==> config.mk <==
export PLATFORM = sky130hd
export DESIGN_NAME = command_frame_receiver_flat
export DESIGN_NICKNAME = d
export VERILOG_FILES = /design/src/rtl/cfr_pkg.sv /design/src/rtl/cfr_if.sv /design/src/rtl/cfr_payload_mem.sv /design/src/rtl/cfr_parser.sv /design/src/rtl/cfr_release.sv /design/src/rtl/command_frame_receiver.sv /design/src/flat_wrapper.sv
export SDC_FILE = /design/constraint.sdc
export NUM_CORES = 1
export LEC_CHECK = 0
export BUFFER_PORTS_ARGS = -buffer_cell sky130_fd_sc_hd__buf_2
export CAP_MARGIN = 30
export CORE_UTILIZATION = 56
export DETAILED_ROUTE_END_ITERATION = 8
export PLACE_DENSITY = 0.75
export SETUP_SLACK_MARGIN = 0.5
export SKIP_LAST_GASP = 1
export SLEW_MARGIN = 20
export SYNTH_ARGS = -nofsm -noshare
export SYNTH_HDL_FRONTEND = slang
export SYNTH_SLANG_ARGS = --single-unit
==> constraint.sdc <==
create_clock -name clk -period 4.4 [get_ports clk]
set_clock_uncertainty 0.1 [all_clocks]
set_input_delay 0.66 -clock clk [delete_from_list [all_inputs] [get_ports clk]]
set_output_delay 0.66 -clock clk [all_outputs]
set_load 0.01 [all_outputs]
==> src/rtl/cfr_pkg.sv <==
// cfr_pkg: shared types and constants of the command frame receiver.
// Holds the frame sync bytes, the result kind codes and the release request
// passed from the parser to the release sequencer. Depends on nothing.
package cfr_pkg;

  // Frame header bytes
  localparam logic [7:0] SYNC_DOLLAR = 8'h24;
  localparam logic [7:0] SYNC_M      = 8'h4D;
  localparam logic [7:0] SYNC_LT     = 8'h3C;

  // Width of the length field in a release request (covers any length an 8-bit size byte gives)
  localparam int unsigned REQ_LEN_W = 8;

  // Result kind; also selects the release action in a request
  typedef enum logic [1:0] {
    KIND_OTHER   = 2'd0,
    KIND_PAYLOAD = 2'd1,
    KIND_EMPTY   = 2'd2
  } cfr_kind_t;

  // Release request from parser to release sequencer
  typedef struct packed {
    logic                 start;
    cfr_kind_t            kind;
    logic [7:0]           command;
    logic [7:0]           data;
    logic [REQ_LEN_W-1:0] length;
  } cfr_req_t;

endpackage

==> src/rtl/cfr_if.sv <==
// cfr_if: valid/ready channel interfaces of the command frame receiver.
// cfr_in_if moves one received byte per word, cfr_out_if one result word.
// Depends on nothing.
interface cfr_in_if;
  logic       valid;
  logic       ready;
  logic [7:0] rx_byte;

  modport source (output valid, output rx_byte, input ready);
  modport sink   (input valid, input rx_byte, output ready);
endinterface

interface cfr_out_if;
  logic       valid;
  logic       ready;
  logic [1:0] kind;
  logic [7:0] command;
  logic [7:0] data;
  logic [5:0] byte_index;
  logic [6:0] frame_size;
  logic       last;

  modport source (output valid, output kind, output command, output data,
                  output byte_index, output frame_size, output last, input ready);
  modport sink   (input valid, input kind, input command, input data,
                  input byte_index, input frame_size, input last, output ready);
endinterface

==> src/rtl/cfr_payload_mem.sv <==
// cfr_payload_mem: payload byte store, one write port and one read port.
// Read data is registered; contents are not reset.
// Depends on nothing.
module cfr_payload_mem #(
  parameter int unsigned DEPTH = 64,
  parameter int unsigned AW    = 6
) (
  input  logic          clk,
  input  logic          wr_en,
  input  logic [AW-1:0] wr_addr,
  input  logic [7:0]    wr_data,
  input  logic          rd_en,
  input  logic [AW-1:0] rd_addr,
  output logic [7:0]    rd_data
);

  logic [7:0] mem [DEPTH];
  logic [7:0] rd_data_r;

  // Write payload bytes as they arrive
  always_ff @(posedge clk) begin
    if (wr_en) begin
      mem[wr_addr] <= wr_data;
    end
  end

  // Register read data
  always_ff @(posedge clk) begin
    if (rd_en) begin
      rd_data_r <= mem[rd_addr];
    end
  end

  assign rd_data = rd_data_r;

endmodule

==> src/rtl/cfr_parser.sv <==
// cfr_parser: header match, size check, checksum and payload fill.
// Writes payload bytes into cfr_payload_mem and raises release requests.
// Depends on cfr_pkg.
module cfr_parser import cfr_pkg::*; #(
  parameter int unsigned BUFFER_DEPTH = 64,
  parameter int unsigned AW           = 6,
  parameter int unsigned LEN_W        = 7
) (
  input  logic          clk,
  input  logic          rst_n,
  input  logic          accept,
  input  logic [7:0]    rx_byte,
  output logic          wr_en,
  output logic [AW-1:0] wr_addr,
  output logic [7:0]    wr_data,
  output cfr_req_t      req
);

  typedef enum logic [2:0] {
    P_IDLE,
    P_DOLLAR,
    P_M,
    P_ARROW,
    P_SIZE,
    P_BODY
  } state_t;

  state_t           state_r, state_nxt;
  logic [LEN_W-1:0] len_r, len_nxt;
  logic [LEN_W-1:0] fill_r, fill_nxt;
  logic [7:0]       csum_r, csum_nxt;
  logic [7:0]       cmd_r, cmd_nxt;

  // Decode the accepted word against the current parse position
  always_comb begin
    state_nxt = state_r;
    len_nxt   = len_r;
    fill_nxt  = fill_r;
    csum_nxt  = csum_r;
    cmd_nxt   = cmd_r;
    wr_en     = 1'b0;
    wr_addr   = fill_r[AW-1:0];
    wr_data   = rx_byte;
    req       = '0;
    if (accept) begin
      case (state_r)
        P_IDLE: begin
          if (rx_byte == SYNC_DOLLAR) begin
            state_nxt = P_DOLLAR;
          end else begin
            req.start = 1'b1;
            req.kind  = KIND_OTHER;
            req.data  = rx_byte;
          end
        end
        P_DOLLAR: state_nxt = (rx_byte == SYNC_M) ? P_M : P_IDLE;
        P_M:      state_nxt = (rx_byte == SYNC_LT) ? P_ARROW : P_IDLE;
        P_ARROW: begin
          // Drop an oversized frame
          if (rx_byte > 8'(BUFFER_DEPTH)) begin
            state_nxt = P_IDLE;
          end else begin
            len_nxt   = LEN_W'(rx_byte);
            fill_nxt  = '0;
            csum_nxt  = rx_byte;
            state_nxt = P_SIZE;
          end
        end
        P_SIZE: begin
          cmd_nxt   = rx_byte;
          csum_nxt  = csum_r ^ rx_byte;
          state_nxt = P_BODY;
        end
        P_BODY: begin
          if (fill_r < len_r) begin
            // Store payload byte and fold it into the checksum
            csum_nxt = csum_r ^ rx_byte;
            wr_en    = 1'b1;
            fill_nxt = fill_r + LEN_W'(1);
          end else begin
            // Checksum word: release on match, drop otherwise
            state_nxt = P_IDLE;
            if (csum_r == rx_byte) begin
              req.start   = 1'b1;
              req.kind    = (len_r == '0) ? KIND_EMPTY : KIND_PAYLOAD;
              req.command = cmd_r;
              req.length  = REQ_LEN_W'(len_r);
            end
          end
        end
        default: state_nxt = P_IDLE;
      endcase
    end
  end

  // Hold parse state
  always_ff @(posedge clk) begin
    if (!rst_n) begin
      state_r <= P_IDLE;
      len_r   <= '0;
      fill_r  <= '0;
      csum_r  <= '0;
      cmd_r   <= '0;
    end else begin
      state_r <= state_nxt;
      len_r   <= len_nxt;
      fill_r  <= fill_nxt;
      csum_r  <= csum_nxt;
      cmd_r   <= cmd_nxt;
    end
  end

  // A frame in progress never exceeds the buffer
  a_len_bound: assert property (@(posedge clk) disable iff (!rst_n)
    (state_r == P_SIZE || state_r == P_BODY) |-> len_r <= LEN_W'(BUFFER_DEPTH))
    else $error("frame length above buffer depth");

  // The fill position never runs past the frame length
  a_fill_bound: assert property (@(posedge clk) disable iff (!rst_n)
    state_r == P_BODY |-> fill_r <= len_r)
    else $error("fill offset past frame length");

  // A payload release only follows a non-empty frame whose payload was fully stored
  a_payload_nonempty: assert property (@(posedge clk) disable iff (!rst_n)
    (req.start && req.kind == KIND_PAYLOAD) |-> (len_r != '0 && fill_r == len_r))
    else $error("payload release without stored payload");

endmodule

==> src/rtl/cfr_release.sv <==
// cfr_release: release sequencer and output register.
// Reads stored payload bytes one per result and drives the result channel.
// Depends on cfr_pkg.
module cfr_release import cfr_pkg::*; #(
  parameter int unsigned AW    = 6,
  parameter int unsigned LEN_W = 7
) (
  input  logic          clk,
  input  logic          rst_n,
  input  cfr_req_t      req,
  output logic          busy,
  output logic          rd_en,
  output logic [AW-1:0] rd_addr,
  input  logic [7:0]    rd_data,
  output logic          out_valid,
  input  logic          out_ready,
  output logic [1:0]    out_kind,
  output logic [7:0]    out_command,
  output logic [7:0]    out_data,
  output logic [5:0]    out_byte_index,
  output logic [6:0]    out_frame_size,
  output logic          out_last
);

  typedef enum logic [1:0] {
    R_IDLE,
    R_LOAD,
    R_SEND
  } state_t;

  state_t           state_r, state_nxt;
  logic [AW-1:0]    idx_r, idx_nxt;
  logic [LEN_W-1:0] len_r, len_nxt;
  logic [7:0]       cmd_r, cmd_nxt;
  cfr_kind_t        kind_r, kind_nxt;
  logic [7:0]       data_r, data_nxt;
  logic [5:0]       bidx_r, bidx_nxt;
  logic [6:0]       size_r, size_nxt;
  logic             last_r, last_nxt;
  logic [7:0]       idx_ext;
  logic [7:0]       len_ext;

  assign idx_ext = 8'(idx_r);
  assign len_ext = 8'(len_r);

  // Sequence requests and memory reads
  always_comb begin
    state_nxt = state_r;
    idx_nxt   = idx_r;
    len_nxt   = len_r;
    cmd_nxt   = cmd_r;
    kind_nxt  = kind_r;
    data_nxt  = data_r;
    bidx_nxt  = bidx_r;
    size_nxt  = size_r;
    last_nxt  = last_r;
    rd_en     = 1'b0;
    rd_addr   = idx_r;
    case (state_r)
      R_IDLE: begin
        if (req.start) begin
          case (req.kind)
            KIND_OTHER: begin
              kind_nxt  = KIND_OTHER;
              cmd_nxt   = '0;
              data_nxt  = req.data;
              bidx_nxt  = '0;
              size_nxt  = '0;
              last_nxt  = 1'b1;
              state_nxt = R_SEND;
            end
            KIND_EMPTY: begin
              kind_nxt  = KIND_EMPTY;
              cmd_nxt   = req.command;
              data_nxt  = '0;
              bidx_nxt  = '0;
              size_nxt  = '0;
              last_nxt  = 1'b1;
              state_nxt = R_SEND;
            end
            KIND_PAYLOAD: begin
              // Fetch first payload byte
              rd_en     = 1'b1;
              rd_addr   = '0;
              idx_nxt   = '0;
              len_nxt   = LEN_W'(req.length);
              cmd_nxt   = req.command;
              state_nxt = R_LOAD;
            end
            default: state_nxt = R_IDLE;
          endcase
        end
      end
      R_LOAD: begin
        // Capture read data into the output register
        kind_nxt  = KIND_PAYLOAD;
        data_nxt  = rd_data;
        bidx_nxt  = idx_ext[5:0];
        size_nxt  = len_ext[6:0];
        last_nxt  = (LEN_W'(idx_r) + LEN_W'(1)) == len_r;
        state_nxt = R_SEND;
      end
      R_SEND: begin
        if (out_ready) begin
          if (last_r) begin
            state_nxt = R_IDLE;
          end else begin
            // Fetch next payload byte as this word leaves
            idx_nxt   = idx_r + AW'(1);
            rd_en     = 1'b1;
            rd_addr   = idx_r + AW'(1);
            state_nxt = R_LOAD;
          end
        end
      end
      default: state_nxt = R_IDLE;
    endcase
  end

  // Hold state and output register
  always_ff @(posedge clk) begin
    if (!rst_n) begin
      state_r <= R_IDLE;
      idx_r   <= '0;
      len_r   <= '0;
      cmd_r   <= '0;
      kind_r  <= KIND_OTHER;
      data_r  <= '0;
      bidx_r  <= '0;
      size_r  <= '0;
      last_r  <= 1'b0;
    end else begin
      state_r <= state_nxt;
      idx_r   <= idx_nxt;
      len_r   <= len_nxt;
      cmd_r   <= cmd_nxt;
      kind_r  <= kind_nxt;
      data_r  <= data_nxt;
      bidx_r  <= bidx_nxt;
      size_r  <= size_nxt;
      last_r  <= last_nxt;
    end
  end

  assign busy           = state_r != R_IDLE;
  assign out_valid      = state_r == R_SEND;
  assign out_kind       = kind_r;
  assign out_command    = cmd_r;
  assign out_data       = data_r;
  assign out_byte_index = bidx_r;
  assign out_frame_size = size_r;
  assign out_last       = last_r;

  // Requests only arrive while the sequencer is free
  a_req_idle: assert property (@(posedge clk) disable iff (!rst_n)
    req.start |-> state_r == R_IDLE)
    else $error("release request while busy");

  // Loading always follows a memory read
  a_load_after_read: assert property (@(posedge clk) disable iff (!rst_n)
    state_r == R_LOAD |-> $past(rd_en))
    else $error("load without preceding read");

  // Payload reads stay inside the released frame
  a_idx_bound: assert property (@(posedge clk) disable iff (!rst_n)
    state_r == R_LOAD |-> LEN_W'(idx_r) < len_r)
    else $error("payload index past frame length");

endmodule

==> src/rtl/command_frame_receiver.sv <==
// An idle byte passed through is shown in the cycle after its word is accepted. A good
// frame's first result goes through a memory read (R_LOAD) unless the frame is empty;
// each payload byte takes one read and one output load while the sink is ready.
// Throughput: one input word per cycle for words giving no result; a word giving a
// result holds input off until the cycle after its last result is taken. Reset (rst_n,
// synchronous) returns the parser to idle and empties the output; memory is not cleared.
module command_frame_receiver import cfr_pkg::*; #(
  parameter int unsigned BUFFER_DEPTH = 64
) (
  input logic        clk,
  input logic        rst_n,
  cfr_in_if.sink     in_ch,
  cfr_out_if.source  out_ch
);

  localparam int unsigned AW    = (BUFFER_DEPTH > 1) ? $clog2(BUFFER_DEPTH) : 1;
  localparam int unsigned LEN_W = $clog2(BUFFER_DEPTH + 1);

  logic          accept;
  logic          busy;
  logic          wr_en;
  logic [AW-1:0] wr_addr;
  logic [7:0]    wr_data;
  logic          rd_en;
  logic [AW-1:0] rd_addr;
  logic [7:0]    rd_data;
  cfr_req_t      req;

  // Take a word only while no release is pending
  assign in_ch.ready = !busy;
  assign accept      = in_ch.valid && !busy;

  cfr_parser #(
    .BUFFER_DEPTH (BUFFER_DEPTH),
    .AW           (AW),
    .LEN_W        (LEN_W)
  ) u_parser (
    .clk     (clk),
    .rst_n   (rst_n),
    .accept  (accept),
    .rx_byte (in_ch.rx_byte),
    .wr_en   (wr_en),
    .wr_addr (wr_addr),
    .wr_data (wr_data),
    .req     (req)
  );

  cfr_payload_mem #(
    .DEPTH (BUFFER_DEPTH),
    .AW    (AW)
  ) u_mem (
    .clk     (clk),
    .wr_en   (wr_en),
    .wr_addr (wr_addr),
    .wr_data (wr_data),
    .rd_en   (rd_en),
    .rd_addr (rd_addr),
    .rd_data (rd_data)
  );

  cfr_release #(
    .AW    (AW),
    .LEN_W (LEN_W)
  ) u_release (
    .clk            (clk),
    .rst_n          (rst_n),
    .req            (req),
    .busy           (busy),
    .rd_en          (rd_en),
    .rd_addr        (rd_addr),
    .rd_data        (rd_data),
    .out_valid      (out_ch.valid),
    .out_ready      (out_ch.ready),
    .out_kind       (out_ch.kind),
    .out_command    (out_ch.command),
    .out_data       (out_ch.data),
    .out_byte_index (out_ch.byte_index),
    .out_frame_size (out_ch.frame_size),
    .out_last       (out_ch.last)
  );

endmodule
==> src/flat_wrapper.sv <==
// flat-port wrapper written by rule: the top's interface ports become plain ports
module command_frame_receiver_flat import cfr_pkg::*;
#(
  parameter int unsigned BUFFER_DEPTH = 64
)
  (clk, rst_n, in_ch_valid, in_ch_rx_byte, in_ch_ready, out_ch_valid, out_ch_kind, out_ch_command, out_ch_data, out_ch_byte_index, out_ch_frame_size, out_ch_last, out_ch_ready);
  cfr_in_if in_ch_i ();
  cfr_out_if out_ch_i ();
  input logic clk;
  input logic rst_n;
  input wire logic [$bits(in_ch_i.valid)-1:0] in_ch_valid;
  input wire logic [$bits(in_ch_i.rx_byte)-1:0] in_ch_rx_byte;
  output wire logic [$bits(in_ch_i.ready)-1:0] in_ch_ready;
  output wire logic [$bits(out_ch_i.valid)-1:0] out_ch_valid;
  output wire logic [$bits(out_ch_i.kind)-1:0] out_ch_kind;
  output wire logic [$bits(out_ch_i.command)-1:0] out_ch_command;
  output wire logic [$bits(out_ch_i.data)-1:0] out_ch_data;
  output wire logic [$bits(out_ch_i.byte_index)-1:0] out_ch_byte_index;
  output wire logic [$bits(out_ch_i.frame_size)-1:0] out_ch_frame_size;
  output wire logic [$bits(out_ch_i.last)-1:0] out_ch_last;
  input wire logic [$bits(out_ch_i.ready)-1:0] out_ch_ready;
  assign in_ch_i.valid = in_ch_valid;
  assign in_ch_i.rx_byte = in_ch_rx_byte;
  assign in_ch_ready = in_ch_i.ready;
  assign out_ch_valid = out_ch_i.valid;
  assign out_ch_kind = out_ch_i.kind;
  assign out_ch_command = out_ch_i.command;
  assign out_ch_data = out_ch_i.data;
  assign out_ch_byte_index = out_ch_i.byte_index;
  assign out_ch_frame_size = out_ch_i.frame_size;
  assign out_ch_last = out_ch_i.last;
  assign out_ch_i.ready = out_ch_ready;
  command_frame_receiver #(.BUFFER_DEPTH(BUFFER_DEPTH)) u_core (.clk(clk), .rst_n(rst_n), .in_ch(in_ch_i), .out_ch(out_ch_i));
endmodule
==> impl_metrics.py <==
metrics = {
    "die": {
        "coreArea_um2": 44100,
        "io_pins": 46,
        "initial_core_util_pct": 56.6,
        "rows": 77,
        "die_x_um": 213,
        "dieArea_um2": 45500,
        "die_h_um": 213,
    },
    "power_and_ir_drop": {
        "p_total_mw": 12.1,
        "total_leakage_power_nw": 10.4,
        "powerDensity_nw_per_um2": 411,
        "irDropWorstVdd_mv": 0.353,
    },
    "timing": {
        "setup_tns_ps": 0,
        "fin_crit_ps": 3930,
        "final_hold_viol_count": 0,
        "fin_hold_ws_ps": 208,
        "setup_ws_ps": 475,
        "finalSetupViolations": 0,
        "tightest_slew_ps": 1080,
        "finalCritPeriodShare_pct": 89.2,
        "relSlewSlack_pct": 27.7,
        "rsz0062_at_grt": "true",
        "fmax_mhz": 255,
        "slew_viol_final": 0,
    },
    "routing": {
        "postRouteAntennaNets": 0,
        "first_iter_violations": 2359,
        "drt_drc_violations_left": 0,
        "wl_per_cell_um": 25.4,
        "drt-total-wl_um": 67100,
        "first_pass_iters": 9,
        "num_vias": 16900,
        "via_per_inst": 6.38,
    },
    "synthesis": {
        "ys.flop_type": "edfxtp_1",
        "async_flop_share_pct": 0,
        "synth-edff-count": 520,
        "netlist.area_leader.share_pct": 62.5,
        "ys_top_cells_by_count": "edfxtp_1 (520), nand2_1 (198), nor2_1 (196), dfxtp_1 (80), nand3_1 (68)",
        "synthTopCellsByArea": "edfxtp_1 (62%), dfxtp_1 (6.4%), mux4_2 (3.6%)",
        "yosysWarnings": 0,
        "synth.distinct_cells": 73,
        "synth_fp_nets": 1877,
        "synth-seq-cells": 600,
        "ys_seq_area_share_pct": 68.9,
        "yosys.area.top_type": "edfxtp_1",
        "yosys.cell_count.top_type": "edfxtp_1",
        "avgSynthCellArea_um2": 13.5,
        "syn_area_um2": 25000,
        "syn_inst": 1854,
    },
    "final_layout": {
        "design_area_um2": 29400,
        "antenna_cells": 0,
        "final_cell_count_no_fill": 2642,
        "drive_gt1_share_pct": 22.0,
        "area_growth_pct": 17.7,
        "final_nets": 2023,
        "final_util_pct": 66.7,
    },
    "global_route": {
        "grt_max_degree": 72,
        "globalRouteTotalUtil_pct": 29.3,
        "first_global_vias": 15900,
        "antenna_found_initial": 0,
        "grt_pass1_wl_um": 97600,
        "overflow": 0,
    },
    "worst_setup_path": {
        "cp-end-kind": "flip-flop",
        "critPathMaxFanout": 8,
        "timing.rr.start": "u_core.u_parser.len_r[6]$_SDFFE_PN0P_",
        "r2r_cells": 18,
        "crit_path_max_incr_delay_ps": 660,
        "cp_top_family": "simple AND/OR/NAND/NOR gates",
        "crit_chain": "inv_2 -> ha_4 -> nand2_2 -> o21ai_2 -> a21oi_4 -> nor3_4 -> nand2_2 -> nor2_4 -> ha_4 -> nand2_4 -> or4_4 -> buf_12 -> buf_16 -> nand3_2 -> a311o_1 -> a21oi_2 -> o311ai_4 -> o211ai_1",
        "slowest_stage": "or4_4",
        "critical_path_class": "reg2reg",
        "cp.required_ps": 4660,
        "crit_arrival_ps": 4180,
        "worstReg2RegEnd": "u_core.u_mem.rd_data[4]$_DFFE_PP_",
        "start_kind": "flip-flop",
        "r2r_setup_slack_ps": 470,
        "path_buf_inv": 3,
    },
    "job": {
        "drv_cap": 0,
    },
    "clock_network": {
        "holdBufCountCts": 0,
        "cts_buffers": 58,
        "clk_pin_slew_worst_paths_ps": 60,
        "clock_latency_ps": 630,
        "cts.sinks": 600,
        "clockBufferDepth": 3,
        "h-tree-depth": 2,
        "tritoncts": "done",
        "cts_root_buffer": "clkbuf_16",
    },
    "place": {
        "port_buffers": 45,
        "place_area_um2": 26600,
        "place_inst": 2503,
        "dp_hpwl_um": 40100,
        "place_ws_ps": -164,
        "gp_congestion": 0.939,
    },
    "hold_path": {
        "hold_depth": 3,
        "holdPathEnd": "u_core.u_release.out_last$_SDFFE_PN0P_",
        "min_path_type": "in2reg",
        "hold_start": "rst_n",
    },
    "run_status": {
        "outcome": "finished clean",
    },
}
==> kinds of logic after synthesis <==
family / after synthesis / synth area share [%]
AO/OA/AOI/OAI: 324 / 8.76
flip-flops: 600 / 68.9
XOR/XNOR: 29 / 1.15
multiplexers: 98 / 5.93
buffers and inverters: 167 / 3.17
AND/OR/NAND/NOR: 625 / 11.6
adder cells (fa/ha/maj): 11 / 0.551
==> layout make-up <==
| cell class | instances | area [µm²] |
|---|---|---|
| Sequential cell | 600 | 17200 |
| Fill cell | 3085 | 14700 |
| Multi-Input combinational cell | 1088 | 7540 |
| Timing Repair Buffer | 210 | 1850 |
| Clock buffer | 81 | 1650 |
| Tap cell | 592 | 741 |
| Clock inverter | 29 | 246 |
| Inverter | 42 | 158 |
==> metal layers <==
layer	vias to the layer above	part of all wire (%)	routed length (µm)	track usage [%]
met4	0	4.3	2860	13.2
met5	-	0	0	0
met2	1020	47	31800	46.2
li1	7336	-	-	-
met3	171	9.9	6630	5.85
met1	8337	39	25800	39.6
==> how the worst max path moves through the flow <==
stage                                                 from                                 to  slack (ps)  cells past startpoint
floorplan                                 in_ch_rx_byte[2]  u_core.u_mem.rd_data[2]$_DFFE_PP_         490                     18
global placement                          in_ch_rx_byte[0]  u_core.u_mem.rd_data[2]$_DFFE_PP_         -90                     17
detailed placement                        in_ch_rx_byte[4]  u_core.u_mem.rd_data[2]$_DFFE_PP_        -160                     17
CTS                 u_core.u_parser.csum_r[7]$_SDFFE_PN0P_  u_core.u_mem.rd_data[3]$_DFFE_PP_         480                     17
global route         u_core.u_parser.len_r[6]$_SDFFE_PN0P_  u_core.u_mem.rd_data[0]$_DFFE_PP_         380                     17
finish               u_core.u_parser.len_r[6]$_SDFFE_PN0P_  u_core.u_mem.rd_data[4]$_DFFE_PP_         470                     18
==> layout by cell type, fill, tap and decap left out, types with 47 or more instances in the layout <==
cell and count:
buf_4 130, nand3_1 64, mux2i_1 55, o21ai_0 52
nand2_1 193, a21oi_1 50, nor2_1 191, edfxtp_1 520
clkbuf_16 64, buf_2 47, nor3_1 50, dfxtp_1 73
==> sequential cells by signal, summed over array words and instances, names as in the netlist <==
register and cells:
u_core.u_release.idx_r 6, u_core.u_mem.rd_data 8, u_core.u_release.len_r 7, u_core.u_mem.mem 512, u_core.u_release.out_frame_size 7, u_core.u_release.out_last 1, u_core.u_release.out_byte_index 6, u_core.u_parser.state_r 3
u_core.u_parser.csum_r 8, u_core.u_parser.fill_r 7, u_core.u_release.out_command 8, u_core.u_release.state_r 2, u_core.u_release.out_data 8, u_core.u_release.out_kind 2, u_core.u_parser.len_r 7, u_core.u_parser.cmd_r 8
==> power by group <==
group	switching, mW	internal, mW	leakage (nW)
registers	0.0185	6.19	5.32
clock network	2.13	2.80	0.935
logic	0.585	0.363	4.10
total	2.73	9.35	10.4
==> tightest hold or removal path, stage by stage <==
cell and delay [ps]:
buf_2 130, nand2_1 60, a21oi_1 30
==> repair_timing <==
item	CTS	global route
pin swaps	30	44
hold endpoints to repair	0	0
endpoints found under the setup margin	8	75
buffers inserted	10	9
cloned	7	3
resized for setup	63	57
No activity file was read; power rests on OpenSTA's default activity.
